## src/rtl/itp_pkg.sv

```systemverilog
// ----------------------------------------------------------------------------
// itp_pkg
// Shared types, character codes and the operator precedence table of the
// infix to postfix converter.
// ----------------------------------------------------------------------------
package itp_pkg;

    localparam int STACK_DEPTH_DEF = 16;
    localparam int MAX_RESULTS     = 36;
    localparam int RES_CNT_W       = $clog2(MAX_RESULTS + 1);

    localparam logic [7:0] CH_NUL    = 8'h00;
    localparam logic [7:0] CH_SPACE  = 8'h20;
    localparam logic [7:0] CH_LPAREN = 8'h28;
    localparam logic [7:0] CH_RPAREN = 8'h29;
    localparam logic [7:0] CH_STAR   = 8'h2A;
    localparam logic [7:0] CH_PLUS   = 8'h2B;
    localparam logic [7:0] CH_MINUS  = 8'h2D;
    localparam logic [7:0] CH_SLASH  = 8'h2F;
    localparam logic [7:0] CH_ZERO   = 8'h30;
    localparam logic [7:0] CH_NINE   = 8'h39;
    localparam logic [7:0] CH_CARET  = 8'h5E;

    localparam logic [1:0] RANK_OTHER = 2'd0;
    localparam logic [1:0] RANK_ADD   = 2'd1;
    localparam logic [1:0] RANK_MUL   = 2'd2;
    localparam logic [1:0] RANK_POW   = 2'd3;

    // one emitted result
    typedef struct packed {
        logic       error;
        logic       last;
        logic       has_char;
        logic [7:0] out_char;
    } itp_res_t;

    typedef struct packed {
        logic push;
        logic pop;
    } itp_stk_cmd_t;

    typedef struct packed {
        logic [7:0] top;
        logic       empty;
        logic       full;
        logic       single;
    } itp_stk_stat_t;

    // unknown characters rank lowest, below + and -
    function automatic logic [1:0] prec_rank(input logic [7:0] c);
        logic [1:0] r;
        case (c)
            CH_CARET:          r = RANK_POW;
            CH_STAR, CH_SLASH: r = RANK_MUL;
            CH_PLUS, CH_MINUS: r = RANK_ADD;
            default:           r = RANK_OTHER;
        endcase
        return r;
    endfunction

endpackage

```

## src/rtl/itp_stack.sv

```systemverilog
// ----------------------------------------------------------------------------
// itp_stack
// Operator stack: register file with a fill count, push and pop by command.
// ----------------------------------------------------------------------------
module itp_stack #(
    parameter int DEPTH = itp_pkg::STACK_DEPTH_DEF
) (
    input  logic                  aclk,
    input  logic                  aresetn,
    input  itp_pkg::itp_stk_cmd_t cmd,
    input  logic [7:0]            wdata,
    output itp_pkg::itp_stk_stat_t stat
);
    import itp_pkg::*;

    localparam int CNT_W = $clog2(DEPTH + 1);
    localparam int IDX_W = $clog2(DEPTH);

    logic [7:0]       mem [DEPTH];
    logic [CNT_W-1:0] count_reg;
    logic [CNT_W-1:0] count_next;
    logic [CNT_W-1:0] top_pos;
    logic             full;
    logic             empty;

    assign full    = (count_reg == CNT_W'(DEPTH));
    assign empty   = (count_reg == '0);
    assign top_pos = count_reg - CNT_W'(1);

    always_comb begin
        count_next = count_reg;
        if (cmd.push && !full) begin
            count_next = count_reg + CNT_W'(1);
        end else if (cmd.pop && !empty) begin
            count_next = count_reg - CNT_W'(1);
        end
    end

    always_ff @(posedge aclk) begin
        if (!aresetn) begin
            count_reg <= '0;
        end else begin
            count_reg <= count_next;
        end
    end

    always_ff @(posedge aclk) begin
        if (cmd.push && !full) begin
            mem[count_reg[IDX_W-1:0]] <= wdata;
        end
    end

    assign stat.top    = empty ? CH_NUL : mem[top_pos[IDX_W-1:0]];
    assign stat.empty  = empty;
    assign stat.full   = full;
    assign stat.single = (count_reg == CNT_W'(1));

endmodule

```

## src/rtl/itp_ctrl.sv

```systemverilog
// ----------------------------------------------------------------------------
// itp_ctrl
// Sequencer: decodes each character and drives the stack and the precedence
// compare one step per cycle unless output stalls; one result per cycle at most.
// ----------------------------------------------------------------------------
module itp_ctrl (
    input  logic                   aclk,
    input  logic                   aresetn,
    input  logic                   in_valid,
    output logic                   in_ready,
    input  logic [7:0]             in_char,
    input  logic                   in_end,
    input  logic                   out_free,
    output logic                   emit_valid,
    output itp_pkg::itp_res_t      emit_res,
    output itp_pkg::itp_stk_cmd_t  stk_cmd,
    input  itp_pkg::itp_stk_stat_t stk_stat
);
    import itp_pkg::*;

    typedef enum logic [3:0] {
        ST_IDLE,
        ST_DECODE,
        ST_RPAREN,
        ST_RPAREN_SP,
        ST_OP,
        ST_OP_SP,
        ST_END,
        ST_FLUSH,
        ST_FLUSH_SP
    } state_t;

    state_t               state_reg, state_next;
    logic [7:0]           ch_reg, ch_next;
    logic                 end_reg, end_next;
    logic                 in_number_reg, in_number_next;
    logic                 error_reg, error_next;
    logic [RES_CNT_W-1:0] cnt_reg, cnt_next;

    logic       capped;
    logic       emit_ok;
    logic       emit_req;
    logic       nat_last;
    logic       emit_has;
    logic [7:0] emit_char;

    // past the result limit emissions are dropped and never stall
    assign capped  = (cnt_reg >= RES_CNT_W'(MAX_RESULTS));
    assign emit_ok = out_free || capped;

    assign in_ready = (state_reg == ST_IDLE);

    always_comb begin
        state_next     = state_reg;
        ch_next        = ch_reg;
        end_next       = end_reg;
        in_number_next = in_number_reg;
        error_next     = error_reg;
        emit_req       = 1'b0;
        nat_last       = 1'b0;
        emit_has       = 1'b1;
        emit_char      = CH_SPACE;
        stk_cmd        = '0;

        case (state_reg)
            ST_IDLE: begin
                if (in_valid) begin
                    ch_next    = in_char;
                    end_next   = in_end;
                    state_next = ST_DECODE;
                end
            end
            ST_DECODE: begin
                if (in_number_reg) begin
                    if (emit_ok) begin
                        emit_req   = 1'b1;
                        emit_char  = ch_reg;
                        state_next = ST_END;
                        if (ch_reg == CH_SPACE) begin
                            in_number_next = 1'b0;
                            nat_last       = stk_stat.empty;
                        end
                    end
                end else if (ch_reg == CH_SPACE) begin
                    state_next = ST_END;
                end else if (ch_reg inside {[CH_ZERO:CH_NINE]}) begin
                    if (emit_ok) begin
                        emit_req       = 1'b1;
                        emit_char      = ch_reg;
                        in_number_next = 1'b1;
                        state_next     = ST_END;
                    end
                end else if (ch_reg == CH_LPAREN) begin
                    stk_cmd.push = 1'b1;
                    if (stk_stat.full) begin
                        error_next = 1'b1;
                    end
                    state_next = ST_END;
                end else if (ch_reg == CH_RPAREN) begin
                    state_next = ST_RPAREN;
                end else begin
                    state_next = ST_OP;
                end
            end
            ST_RPAREN: begin
                if (stk_stat.empty) begin
                    error_next = 1'b1;
                    state_next = ST_END;
                end else if (stk_stat.top == CH_LPAREN) begin
                    stk_cmd.pop = 1'b1;
                    state_next  = ST_END;
                end else if (emit_ok) begin
                    emit_req    = 1'b1;
                    emit_char   = stk_stat.top;
                    stk_cmd.pop = 1'b1;
                    state_next  = ST_RPAREN_SP;
                end
            end
            ST_RPAREN_SP: begin
                if (emit_ok) begin
                    emit_req   = 1'b1;
                    // final only when the stack ends up empty after the match
                    nat_last   = stk_stat.empty ||
                                 (stk_stat.single && stk_stat.top == CH_LPAREN);
                    state_next = ST_RPAREN;
                end
            end
            ST_OP: begin
                if (!stk_stat.empty && prec_rank(ch_reg) <= prec_rank(stk_stat.top)) begin
                    if (emit_ok) begin
                        emit_req    = 1'b1;
                        emit_char   = stk_stat.top;
                        stk_cmd.pop = 1'b1;
                        state_next  = ST_OP_SP;
                    end
                end else begin
                    stk_cmd.push = 1'b1;
                    if (stk_stat.full) begin
                        error_next = 1'b1;
                    end
                    state_next = ST_END;
                end
            end
            ST_OP_SP: begin
                if (emit_ok) begin
                    emit_req   = 1'b1;
                    state_next = ST_OP;
                end
            end
            ST_END: begin
                if (!end_reg) begin
                    state_next = ST_IDLE;
                end else if (in_number_reg) begin
                    if (emit_ok) begin
                        emit_req       = 1'b1;
                        nat_last       = stk_stat.empty;
                        in_number_next = 1'b0;
                        state_next     = ST_FLUSH;
                    end
                end else begin
                    state_next = ST_FLUSH;
                end
            end
            ST_FLUSH: begin
                if (!stk_stat.empty) begin
                    if (emit_ok) begin
                        emit_req    = 1'b1;
                        emit_char   = stk_stat.top;
                        stk_cmd.pop = 1'b1;
                        state_next  = ST_FLUSH_SP;
                    end
                end else if (cnt_reg == '0) begin
                    // nothing emitted for the expression: marker only
                    if (out_free) begin
                        emit_req   = 1'b1;
                        emit_has   = 1'b0;
                        emit_char  = CH_NUL;
                        nat_last   = 1'b1;
                        error_next = 1'b0;
                        state_next = ST_IDLE;
                    end
                end else begin
                    error_next = 1'b0;
                    state_next = ST_IDLE;
                end
            end
            ST_FLUSH_SP: begin
                if (emit_ok) begin
                    emit_req   = 1'b1;
                    nat_last   = stk_stat.empty;
                    state_next = ST_FLUSH;
                end
            end
            default: begin
                state_next = ST_IDLE;
            end
        endcase
    end

    assign emit_valid        = emit_req && !capped;
    assign emit_res.out_char = emit_char;
    assign emit_res.has_char = emit_has;
    assign emit_res.error    = error_reg;
    assign emit_res.last     = end_reg &&
                               (nat_last || cnt_reg == RES_CNT_W'(MAX_RESULTS - 1));

    always_comb begin
        cnt_next = cnt_reg;
        if (state_reg == ST_IDLE) begin
            cnt_next = '0;
        end else if (emit_valid) begin
            cnt_next = cnt_reg + RES_CNT_W'(1);
        end
    end

    always_ff @(posedge aclk) begin
        if (!aresetn) begin
            state_reg     <= ST_IDLE;
            in_number_reg <= 1'b0;
            error_reg     <= 1'b0;
            cnt_reg       <= '0;
            end_reg       <= 1'b0;
        end else begin
            state_reg     <= state_next;
            in_number_reg <= in_number_next;
            error_reg     <= error_next;
            cnt_reg       <= cnt_next;
            end_reg       <= end_next;
        end
        ch_reg <= ch_next;
    end

endmodule

```

## src/rtl/infix_to_postfix_converter.sv

```systemverilog
// ----------------------------------------------------------------------------
// infix_to_postfix_converter
// Shunting-yard converter: infix characters in, postfix characters out.
// ----------------------------------------------------------------------------
//  channel   dir  item
//  s_*       in   one infix character, tlast on the last of the expression
//  m_*       out  one postfix character or an end marker, tlast on the final one
//
//  A digit, a space or '(' passes decode and end; an operator or ')' adds a
//  compare or match step, and the end of the expression adds the flush.
//  Every stack entry emitted adds a character step, then a space step.
//  A result waits in the output register; while it is not taken and another
//  is due, the sequencer holds. s_tready is high only between items.
//  aresetn is synchronous and clears the stack, number mode and the error flag.
// ----------------------------------------------------------------------------
module infix_to_postfix_converter #(
    parameter int STACK_DEPTH = itp_pkg::STACK_DEPTH_DEF
) (
    input  logic        aclk,
    input  logic        aresetn,
    input  logic        s_tvalid,
    output logic        s_tready,
    input  logic [7:0]  s_tdata,   // [7:0] char_in
    input  logic        s_tlast,
    output logic        m_tvalid,
    input  logic        m_tready,
    output logic [15:0] m_tdata,   // [7:0] out_char, [8] error, [15:9] zero
    output logic        m_tuser,   // [0] has_char
    output logic        m_tlast
);
    import itp_pkg::*;

    itp_stk_cmd_t  stk_cmd;
    itp_stk_stat_t stk_stat;
    itp_res_t      emit_res;
    logic          emit_valid;
    logic          out_free;
    logic [7:0]    s_tdata_hold;

    logic     m_valid_reg;
    itp_res_t res_reg;

    itp_stack #(
        .DEPTH (STACK_DEPTH)
    ) u_stack (
        .aclk    (aclk),
        .aresetn (aresetn),
        .cmd     (stk_cmd),
        .wdata   (s_tdata_hold),
        .stat    (stk_stat)
    );

    itp_ctrl u_ctrl (
        .aclk       (aclk),
        .aresetn    (aresetn),
        .in_valid   (s_tvalid),
        .in_ready   (s_tready),
        .in_char    (s_tdata),
        .in_end     (s_tlast),
        .out_free   (out_free),
        .emit_valid (emit_valid),
        .emit_res   (emit_res),
        .stk_cmd    (stk_cmd),
        .stk_stat   (stk_stat)
    );

    // character being worked on, pushed by the sequencer
    always_ff @(posedge aclk) begin
        if (s_tvalid && s_tready) begin
            s_tdata_hold <= s_tdata;
        end
    end

    assign out_free = !m_valid_reg || m_tready;

    always_ff @(posedge aclk) begin
        if (!aresetn) begin
            m_valid_reg <= 1'b0;
        end else if (emit_valid) begin
            m_valid_reg <= 1'b1;
        end else if (m_tready) begin
            m_valid_reg <= 1'b0;
        end
        if (emit_valid) begin
            res_reg <= emit_res;
        end
    end

    assign m_tvalid = m_valid_reg;
    assign m_tdata  = {7'd0, res_reg.error, res_reg.out_char};
    assign m_tuser  = res_reg.has_char;
    assign m_tlast  = res_reg.last;

endmodule
```

## config.mk

```make
export PLATFORM = sky130hd
export DESIGN_NAME = infix_to_postfix_converter
export DESIGN_NICKNAME = d
export VERILOG_FILES = /design/src/rtl/itp_pkg.sv /design/src/rtl/itp_stack.sv /design/src/rtl/itp_ctrl.sv /design/src/rtl/infix_to_postfix_converter.sv
export SDC_FILE = /design/constraint.sdc
export NUM_CORES = 1
export LEC_CHECK = 0
export ABC_CLOCK_PERIOD_IN_PS = 7900
export BUFFER_PORTS_ARGS = -buffer_cell sky130_fd_sc_hd__buf_2
export CELL_PAD_IN_SITES_DETAIL_PLACEMENT = 0
export CELL_PAD_IN_SITES_GLOBAL_PLACEMENT = 1
export CORE_MARGIN = 3
export CORE_UTILIZATION = 55
export CTS_BUF_LIST = sky130_fd_sc_hd__clkbuf_8 sky130_fd_sc_hd__clkbuf_16
export DETAILED_ROUTE_END_ITERATION = 10
export PLACE_DENSITY_LB_ADDON = 0.1
export SYNTH_ARGS = -nofsm -noshare
export SYNTH_HDL_FRONTEND = slang
export SYNTH_HIERARCHICAL = 1
export SYNTH_SLANG_ARGS = --single-unit
```

## constraint.sdc

```tcl
create_clock -name aclk -period 7.9 [get_ports aclk]
set_input_delay 0.79 -clock aclk [delete_from_list [all_inputs] [get_ports aclk]]
set_output_delay 0.79 -clock aclk [all_outputs]
set_load 0.02 [all_outputs]
```

# Word level (Yosys, flattened, before mapping)
# Memories as Yosys holds them, arrays and structs flattened.
# Cells that the tools add are included.
word_totals:
  ff_bits: 46
  mem_bits_rw: 128
  input_bits: 13
  out_inout_bits: 20
  memories: 1
mem_list:
  columns: ["memory", "words", "word_bits", "read_ports", "rd_clocked_by_memory_dff", "wr", "line_no", "rtl"]
  rows:
  - ["u_stack.mem", 16, 8, 1, 0, 1, "itp_stack.sv:19", "logic [7:0] mem [DEPTH];"]
classes:
  add_sub_neg: 3
  magnitude_cmp: 4
  eq_ne: 41
  n_mux: 96
  bitwise: 1
  reduce_logical: 34
op_table:
  columns: ["operator", "n"]
  rows:
  - ["== test 8 x 6 -> 1 bit, second input constant", 12]
  - ["2-to-1 mux 8 bit", 11]
  - ["2-to-1 mux 4 bit", 19]
  - ["2-to-1 mux 1 bit", 49]
  - ["one-hot mux 4 bit (9 select lines)", 1]
  - ["one-hot mux 8 bit (4 select lines)", 1]
  - ["== test 4 x 3 -> 1 bit, second input constant", 4]
  - ["== test 8 x 7 -> 1 bit, second input constant", 2]
  - ["inequality test 2 bit, second input constant", 7]
  - ["one-hot mux 2 bit (3 select lines)", 2]
  - ["2-to-1 mux 5 bit", 2]
  - ["OR reduction 2 bit", 5]
  - ["inequality test 3 x 2 -> 1 bit, second input constant", 3]
  - ["AND reduction 9 bit", 1]
  - ["== test 4 x 2 -> 1 bit, second input constant", 2]
  - [">= comparator 8 x 6 -> 1 bit, second input constant", 1]
  - ["<= comparator 8 x 6 -> 1 bit, second input constant", 1]
  - ["logical AND 1 bit", 8]
  - ["inequality test 2 x 1 -> 1 bit, second input constant", 4]
  - ["AND reduction 7 bit", 1]
  - ["adder 6 x 1 -> 6 bit, second input constant", 1]
  - ["== test 6 bit, second input constant", 1]
  - [">= comparator 6 bit, second input constant", 1]
  - ["zero test 6 bit", 1]
  - ["other kinds (27)", 39]

# Logic depth before layout (Yosys ltp)
# Gate-level depths: netlist of the first run.
# An unclocked memory read counts as a cell.
logic_depth:
  ltp_word: 14
  ltp_mapped: 24
  ltp_nobuf: 21

# By module
# The synthesis of the first run kept the hierarchy.
modules_own_cells:
  columns: ["mod", "instances", "cells_each", "area_per_inst_um2", "seq_area_each_um2"]
  rows:
  - ["itp_stack", 1, 277, 5452.7, 3943.8]
  - ["itp_ctrl", 1, 230, 1821.7, 500.5]
  - ["infix_to_postfix_converter", 1, 32, 681.9, 590.6]

# Least setup slack after synthesis of the first run
# Ideal clock, no wire load.
synth_timing:
  path_kind: "register to register"
  start: "register u_stack.count_reg[0]"
  end: "memory u_stack.mem[2][0] (enable)"
  t_arrival_ns: 4.916
  required_time_ns: 7.530
  path_slack_ns: 2.614
  stages_incl_launch_ff: 23
  path_cell_list: "dfxtp_1 > buf_6 > buf_4 > inv_1 > ha_1 > buf_2 > clkbuf_1 > mux4_2 > mux2i_1 > o22ai_1 > or4b_4 > nor2_1 > a21oi_1 > o22ai_1 > nand3_1 > ha_1 > nand2b_1 > a32oi_1 > inv_1 > o22ai_1 > clkbuf_1 > nand2_1 > nor2_1"
synth_lines:
  columns: ["element", "line_no", "rtl"]
  rows:
  - ["start: declaration", "itp_stack.sv:20", "logic [CNT_W-1:0] count_reg;"]
  - ["start signal: assignment", "itp_stack.sv:43", "count_reg <= count_next;"]
  - ["end: declaration", "itp_stack.sv:19", null]

==> impl_metrics.ini, run 1 <==
[outcome]
status = finished clean

[cts]
clock-root-buffer = clkbuf_16
cts_num_sinks = 174
clkTransAtPathRegs_ps = 70
cts_buffers = 17
ctsResizeCount = 0
h-tree-depth = 4
postCtsHoldBufs = 0
clk_latency_ps = 430
cts_setup_buffers = 0
clockBufferDepth = 2
cts_tree = built

[sta]
relSlewSlack_pct = 30.6
finalCriticalPeriod_ps = 6730
tightest_slew_ps = 1040
fmax_ghz = 0.149
hold_viol = 0
worst_hold_slack_ps = 446
finClkSkew_ps = 9.06
grt_setup_unrepaired = false
slew_violations = 0
fin_ws_ps = 1170
timing.final.crit_share_pct = 85.2
setup_viol = 0
finalSetupTns_ps = 0

[placed_design]
dp.cells = 719
place_worst_setup_slack_ps = 1250
port_buffers = 25
gp_congestion = 0.934
dp_hpwl_microns = 11800

[pwr]
internal_power_mw = 1.82
peakVddDrop_uv = 190
pwr-share-clk_pct = 30.9
powerDensity_mw_per_mm2 = 309
comb_power_share_pct = 23.7
power_leakage_nw = 2.82
p_seq_share_pct = 45.3
switching_power_mw = 0.891
p_sw_share_pct = 32.9

[global_route]
overflow = 0
grt_usage_pct = 22.3
antenna_found_initial = 0
grt_pass1_wl_microns = 26600
grt_max_degree = 38
grt_pass1_vias = 4580

[drt]
first_pass_iters = 5
detail_route.wl_per_cell_microns = 22.7
vias = 4730
drc = 0
drt_iter0_drc = 408
ant_nets = 0
via_per_inst = 6.30
drt-total-wl_microns = 17000

[floorplanning]
die_y_microns = 126
io_pins = 33
die-area_sq_mm = 0.0159
rows = 43
start_util_pct = 56.9
dieWidth_microns = 126
core_region_area_sq_mm = 0.0140

[synth]
yosys.cell_types.count = 70
synth_area_leaders = edfxtp_1, mux4_2, dfxtp_1
netlist_top_cells_count = edfxtp_1, nor2_1, mux4_2, nand2_1, mux2i_1
synthArstFlopShare_pct = 0
synth_edf_count = 155
syn_area_per_cell_sq_um = 14.8
synth_top_area_share_pct = 58.5
synth_area_leader_cell = edfxtp_1
ys.flop_type = edfxtp_1
synth_area_sq_mm = 0.00796
ys_warn_count = 6
ys_seq_area_share_pct = 63.3
synth_cells = 539
ys_ff_latch = 174
yosysMostFrequentCell = edfxtp_1

[critical_path]
crit_path_end_kind = register
startpoint_type = register
slowest_delay_ps = 950
slowest_stage = ha_1
crit_top_cell = o22ai_1
cp_max_fo = 23
path_cells = inv_1 -> ha_1 -> mux4_2 -> mux2i_1 -> o22ai_1 -> or4b_4 -> nor2_1 -> a21oi_1 -> o22ai_1 -> nand3_1 -> ha_1 -> nand2b_1 -> a32oi_1 -> inv_1 -> o22ai_1 -> nand2_1 -> nor2_1
worstPathArrival_ps = 6790
cp.required_ps = 7960
critPathKind = reg -> reg

[finish]
final_core_util_pct = 62.6
final_cells = 751
area_growth_pct = 10.0
layout.nets = 579
largest_reg_flops = 128
drive_gt1_share_pct = 20.1
diodes = 0

[min_path]
hold_class = reg -> reg

[job]
cap_violations = 0
worst max-delay path, delay by kind of cell, from the launching register on:
family / cells / cell delay (ps)
and+or+nand+nor: 6 / 2060
AOI/OAI and AO/OA: 5 / 1820
adders and majority gates: 2 / 1290
DFF: 1 / 490
muxes: 2 / 460
buffers and inverters: 2 / 230
power groups by stage:
stage,Clock (mW),Sequential [mW],Combinational (mW)
final,0.838,1.23,0.643
after global routing,0.895,1.24,0.697
after CTS,0.851,1.23,0.644
after detailed placement,0,1.25,0.641
after global placement,0,1.25,0.639
after floorplan,0,1.21,0.493
path summary, 6_finish.rpt:
kind                             start                  to  slack [ps]  cells after the start
setup / recovery  u_stack/count_reg[1]  u_stack/mem[15][5]        1170                     17
hold / removal        u_ctrl/error_reg          m_tdata[8]         450                      0
setup reg to reg  u_stack/count_reg[1]  u_stack/mem[15][5]        1170                     17
hold reg to reg       u_ctrl/error_reg          m_tdata[8]         450                      0
per-layer routing:
layer	vias up	part of all wire, %	global-route usage, %
li1	2147	-	-
met3	21	4.9	4.45
met2	144	50	37.0
met1	2418	43	30.5
met4	0	1.5	5.87
met5	-	0	0
cells in the final DEF (no fill, tap or decap), types with 6 or more instances in the layout:
cell type,instances
inv_6,7
o22ai_1,12
o21a_1,7
buf_2,25
inv_1,14
nor3_1,15
and2_1,6
nand3_1,9
edfxtp_1,155
nand2_1,31
ha_1,8
conb_1,7
clkbuf_16,17
a21oi_1,14
mux2i_1,20
mux4_2,32
nand2b_1,12
dfxtp_1,18
o21ai_0,8
nor2_1,41
a22o_1,9
area by class of cell:
class,instances,area (sq um)
Fill cell,1051,5230
Sequential cell,174,5040
Multi-Input combinational cell,321,2670
Clock buffer,17,425
Tap cell,180,225
Clock inverter,15,181
Timing Repair Buffer,30,163
Inverter,14,52.6
cells by family (layout without fill, tap and decap cells):
group	Yosys count	in the layout	share of synthesized area (%)
other cells	1	7	0.0471
xor+xnor	8	8	1.12
fa+ha+maj	8	8	1.26
mux	54	54	11.9
flops	174	174	63.3
buf+inv	50	76	3.43
simple gates	156	156	10.9
compound gates	88	88	8.11
stage by stage:
step	power (mW)	cell area, sq um
3_3_place_gp	1.89	8150
3_5_place_dp	1.89	8150
4_1_cts	2.72	8750
2_1_floorplan	1.70	7980
5_1_grt	2.83	8750
6_report	2.71	8750
Power figures use the tool's default switching activity.
==> run 2: changes to the inputs <==
CORE_MARGIN = 4   (was 3)
==> impl_metrics.ini, run 2 (synthesized netlist as in run 1, its figures left out) <==
[pwr]
powerDensity_mw_per_mm2 = 309
power_leakage_nw = 2.81
finalPower_mw = 2.70
peakVddDrop_uv = 208

[critical_path]
startpoint_type = register
path_depth = 17
r2r_start = u_stack/count_reg[1]
ff2ff_path_depth = 17
crit_top_cell = o22ai_1
crit_family = simple AND/OR/NAND/NOR gates
endpoint = u_stack/mem[11][4]
path_buf_inv = 2
cp.required_ps = 7950
r2r_slack_ps = 1040
cp_max_fo = 24
worstPathArrival_ps = 6910
slowest_stage = ha_1
r2r-end = u_stack/mem[11][4]
critPathKind = reg -> reg
path_cells = inv_1 -> ha_1 -> mux4_2 -> mux2i_1 -> o22ai_1 -> or4b_4 -> nor2_1 -> a21oi_1 -> o22ai_1 -> nand3_1 -> ha_1 -> nand2b_1 -> a32oi_1 -> inv_1 -> o22ai_1 -> nand2_1 -> nor2_1
slowest_delay_ps = 1040
crit_path_end_kind = register
crit_start = u_stack/count_reg[1]

[min_path]
hold_class = reg -> reg

[floorplanning]
core_region_area_sq_mm = 0.0140
dieWidth_microns = 128
die-area_sq_mm = 0.0165
io_pins = 33
start_util_pct = 56.7
die_y_microns = 128
rows = 43

[cts]
clockBufferDepth = 2
cts_buffers = 17
clkTransAtPathRegs_ps = 80
cts_setup_buffers = 0
postCtsHoldBufs = 0
ctsResizeCount = 0
clock-root-buffer = clkbuf_16
h-tree-depth = 4
clk_latency_ps = 430
cts_tree = built
cts_num_sinks = 174

[finish]
largest_reg_flops = 128
most-common-layout-cells = edfxtp_1, nor2_1, mux4_2, nand2_1, buf_2
final_core_util_pct = 62.2
final_common_cell = edfxtp_1
layout.nets = 579
fillCellCount = 1026
final_cells = 751
drive_gt1_share_pct = 20.0
diodes = 0
postLayoutCellArea_sq_mm = 0.00873
area_growth_pct = 9.77

[placed_design]
place_worst_setup_slack_ps = 1160
gp_congestion = 0.901
dp_hpwl_microns = 11800
port_buffers = 25
dpl_cell_area_sq_mm = 0.00815
dp.cells = 719

[drt]
vias = 4765
drt-total-wl_microns = 17400
detail_route.wl_per_cell_microns = 23.2
drt_iter0_drc = 454
first_pass_iters = 5
drc = 0
via_per_inst = 6.34
ant_nets = 0

[sta]
finClkSkew_ps = 10.4
slew_violations = 0
tightest_slew_ps = 1100
timing.final.crit_share_pct = 86.8
finalCriticalPeriod_ps = 6860
finalSetupTns_ps = 0
fmax_ghz = 0.146
grt_setup_unrepaired = false
hold_viol = 0
relSlewSlack_pct = 26.4
fin_ws_ps = 1040
worst_hold_slack_ps = 444
setup_viol = 0

[global_route]
antenna_found_initial = 0
overflow = 0
grt_usage_pct = 22.6
grt_pass1_wl_microns = 27600
grt_max_degree = 38
grt_pass1_vias = 4807

[job]
cap_violations = 0

[outcome]
status = finished clean
-- run 2: cell type report --
class	count	area, sq um	share of cell area, %
Clock buffer	17	425	4.87
Clock inverter	15	160	1.83
Inverter	14	52.6	0.602
Multi-Input combinational cell	321	2670	30.6
Sequential cell	174	5040	57.7
Tap cell	180	225	2.58
Timing Repair Buffer	30	163	1.86
-- run 2: worst min-delay path by stage --
stage	cells after the start	to	startpoint
6_report	0	m_tdata[8]	u_ctrl/error_reg
2_1_floorplan	2	u_ctrl/cnt_reg[4]	u_ctrl/cnt_reg[4]
3_3_place_gp	0	m_tdata[8]	u_ctrl/error_reg
5_1_grt	0	m_tdata[8]	u_ctrl/error_reg
4_1_cts	0	m_tdata[8]	u_ctrl/error_reg
3_5_place_dp	0	m_tdata[8]	u_ctrl/error_reg
-- run 2: power breakdown --
group	switching, mW	internal [mW]
sequential	0.108	1.12
combinational	0.398	0.244
clock	0.387	0.446
total	0.893	1.81
-- run 2: per-layer routing --
layer	vias to the layer above	part of all wire, %	track usage [%]	wire (microns)
met5	-	0	0	0
met4	0	1.5	6.99	261
met3	20	5.9	4.54	1020
met2	179	52	38.4	9020
met1	2425	41	29.4	7120
li1	2141	-	-	-
-- run 2: worst register-to-register path, cell delays in order, from the launching register on --
cell and delay (ps):
dfxtp_1 490, inv_1 160, ha_1 1050, mux4_2 430
mux2i_1 250, o22ai_1 170, or4b_4 590, nor2_1 110
a21oi_1 60, o22ai_1 180, nand3_1 100, ha_1 340
nand2b_1 60, a32oi_1 420, inv_1 80, o22ai_1 770
nand2_1 410, nor2_1 820
==> run 3: changes to the inputs <==
BUFFER_PORTS_ARGS = -buffer_cell sky130_fd_sc_hd__buf_4   (was -buffer_cell sky130_fd_sc_hd__buf_2)
==> impl_metrics.ini, run 3 (synthesized netlist as in run 1, its figures left out) <==
[placed_design]
gp_congestion = 0.917
port_buffers = 25
dpl_cell_area_sq_mm = 0.00820
place_worst_setup_slack_ps = 1540
dp_hpwl_microns = 11600

[sta]
relSlewSlack_pct = 34.6
timing.final.crit_share_pct = 81.5
slew_violations = 0
setup_viol = 0
grt_setup_unrepaired = false
fmax_ghz = 0.155
tightest_slew_ps = 981
finClkSkew_ps = 10.7
hold_viol = 0
finalCriticalPeriod_ps = 6440
finalSetupTns_ps = 0
fin_ws_ps = 1460

[finish]
layout.nets = 578
drive_gt1_share_pct = 19.3
final_core_util_pct = 62.6
most-common-layout-cells = edfxtp_1, nor2_1, mux4_2, nand2_1, buf_4
area_growth_pct = 10.5
diodes = 0
fillCellCount = 1007
largest_reg_flops = 128
final_common_cell = edfxtp_1
postLayoutCellArea_sq_mm = 0.00879

[cts]
clock-root-buffer = clkbuf_16
clk_latency_ps = 420
clockBufferDepth = 2
cts_buffers = 17
cts_setup_buffers = 0
ctsResizeCount = 0
h-tree-depth = 4
cts_tree = built
clkTransAtPathRegs_ps = 70
postCtsHoldBufs = 0
cts_num_sinks = 174

[floorplanning]
core_region_area_sq_mm = 0.0140
rows = 43
start_util_pct = 56.7
die_y_microns = 128
io_pins = 33
die-area_sq_mm = 0.0165
dieWidth_microns = 128

[critical_path]
worstPathArrival_ps = 6480
slowest_stage = o22ai_1
r2r-end = u_stack/mem[11][0]
crit_path_end_kind = register
cp_max_fo = 34
path_cells = inv_1 -> ha_1 -> buf_4 -> mux4_2 -> mux2i_1 -> o22ai_1 -> or4b_4 -> nor2_1 -> a21oi_1 -> o22ai_1 -> nand3_1 -> ha_1 -> nand2b_1 -> a32oi_1 -> inv_1 -> o22ai_1 -> nand2_1 -> nor2_1
ff2ff_path_depth = 18
slowest_delay_ps = 760
startpoint_type = register
r2r_start = u_stack/count_reg[1]
r2r_slack_ps = 1460
critPathKind = reg -> reg
crit_top_cell = o22ai_1
cp.required_ps = 7940

[min_path]
hold_end = m_tdata[8]
hold_depth = 0
hold_start = u_ctrl/error_reg
hold_class = reg -> reg

[global_route]
overflow = 0
antenna_found_initial = 0
grt_pass1_wl_microns = 26900
grt_usage_pct = 22.0
grt_max_degree = 35
grt_pass1_vias = 4645

[drt]
drc = 0
drt-total-wl_microns = 17300
detail_route.wl_per_cell_microns = 23.1
via_per_inst = 6.31
ant_nets = 0
vias = 4727
first_pass_iters = 5
drt_iter0_drc = 493

[job]
cap_violations = 0

[pwr]
peakVddDrop_uv = 212
power_leakage_nw = 2.83
powerDensity_mw_per_mm2 = 309

[outcome]
status = finished clean
## run 3: cell types whose count changed in the layout (fill, tap and decap cells not counted), moves of 2 or more
cell	before	now
buf_2	25	0
clkinv_2	2	0
clkinv_1	0	2
buf_4	5	29
## run 3: area by class of cell
type                    instances  area [sq um]  area share (%)
flip-flops and latches        174          5040            57.3
multi-input cells             321          2670            30.4
clock buffers                  17           425            4.84
well taps                     180           225            2.56
repair buffers                 29           218            2.48
clock inverters                14           160            1.82
inverters                      14          52.6           0.598
## run 3: how the worst max path moves through the flow
| stage | start | to | cells after the start |
|---|---|---|---|
| global placement | u_stack/count_reg[1] | u_stack/mem[11][3] | 18 |
| floorplan | u_stack/count_reg[0] | u_stack/mem[2][0] | 22 |
| CTS | u_stack/count_reg[1] | u_stack/mem[11][0] | 18 |
| finish | u_stack/count_reg[1] | u_stack/mem[11][0] | 18 |
| detailed placement | u_stack/count_reg[1] | u_stack/mem[11][3] | 18 |
| global route | u_stack/count_reg[1] | u_stack/mem[11][0] | 18 |
## run 3: per-layer routing
layer | vias up | GRT usage (%) | wire (microns)
met5 | - | 0 | 0
met4 | 0 | 7.99 | 417
li1 | 2131 | - | -
met2 | 187 | 35.0 | 8550
met3 | 30 | 4.46 | 995
met1 | 2379 | 30.4 | 7350
## run 3: power breakdown
part	switching, mW	internal, mW
Clock	0.361	0.471
Combinational	0.394	0.256
Sequential	0.117	1.12
## run 3: worst max-delay path, delay by kind of cell, from the launching register on
| family | cells | cell delay, ps |
|---|---|---|
| AND/OR/NAND/NOR | 6 | 2040 |
| buffers and inverters | 3 | 640 |
| flip-flops | 1 | 490 |
| AO/OA/AOI/OAI | 5 | 1580 |
| multiplexers | 2 | 640 |
| adder cells (fa/ha/maj) | 2 | 630 |
## run 3: stage by stage
stage | total power, mW | std cells | hold WS [ps]
final | 2.72 | 749 | 436
after global routing | 2.84 | 749 | 466
after CTS | 2.73 | 749 | 440
after detailed placement | 1.90 | 718 | 423
after global placement | 1.90 | 718 | 422
after floorplan | 1.70 | 545 | 468
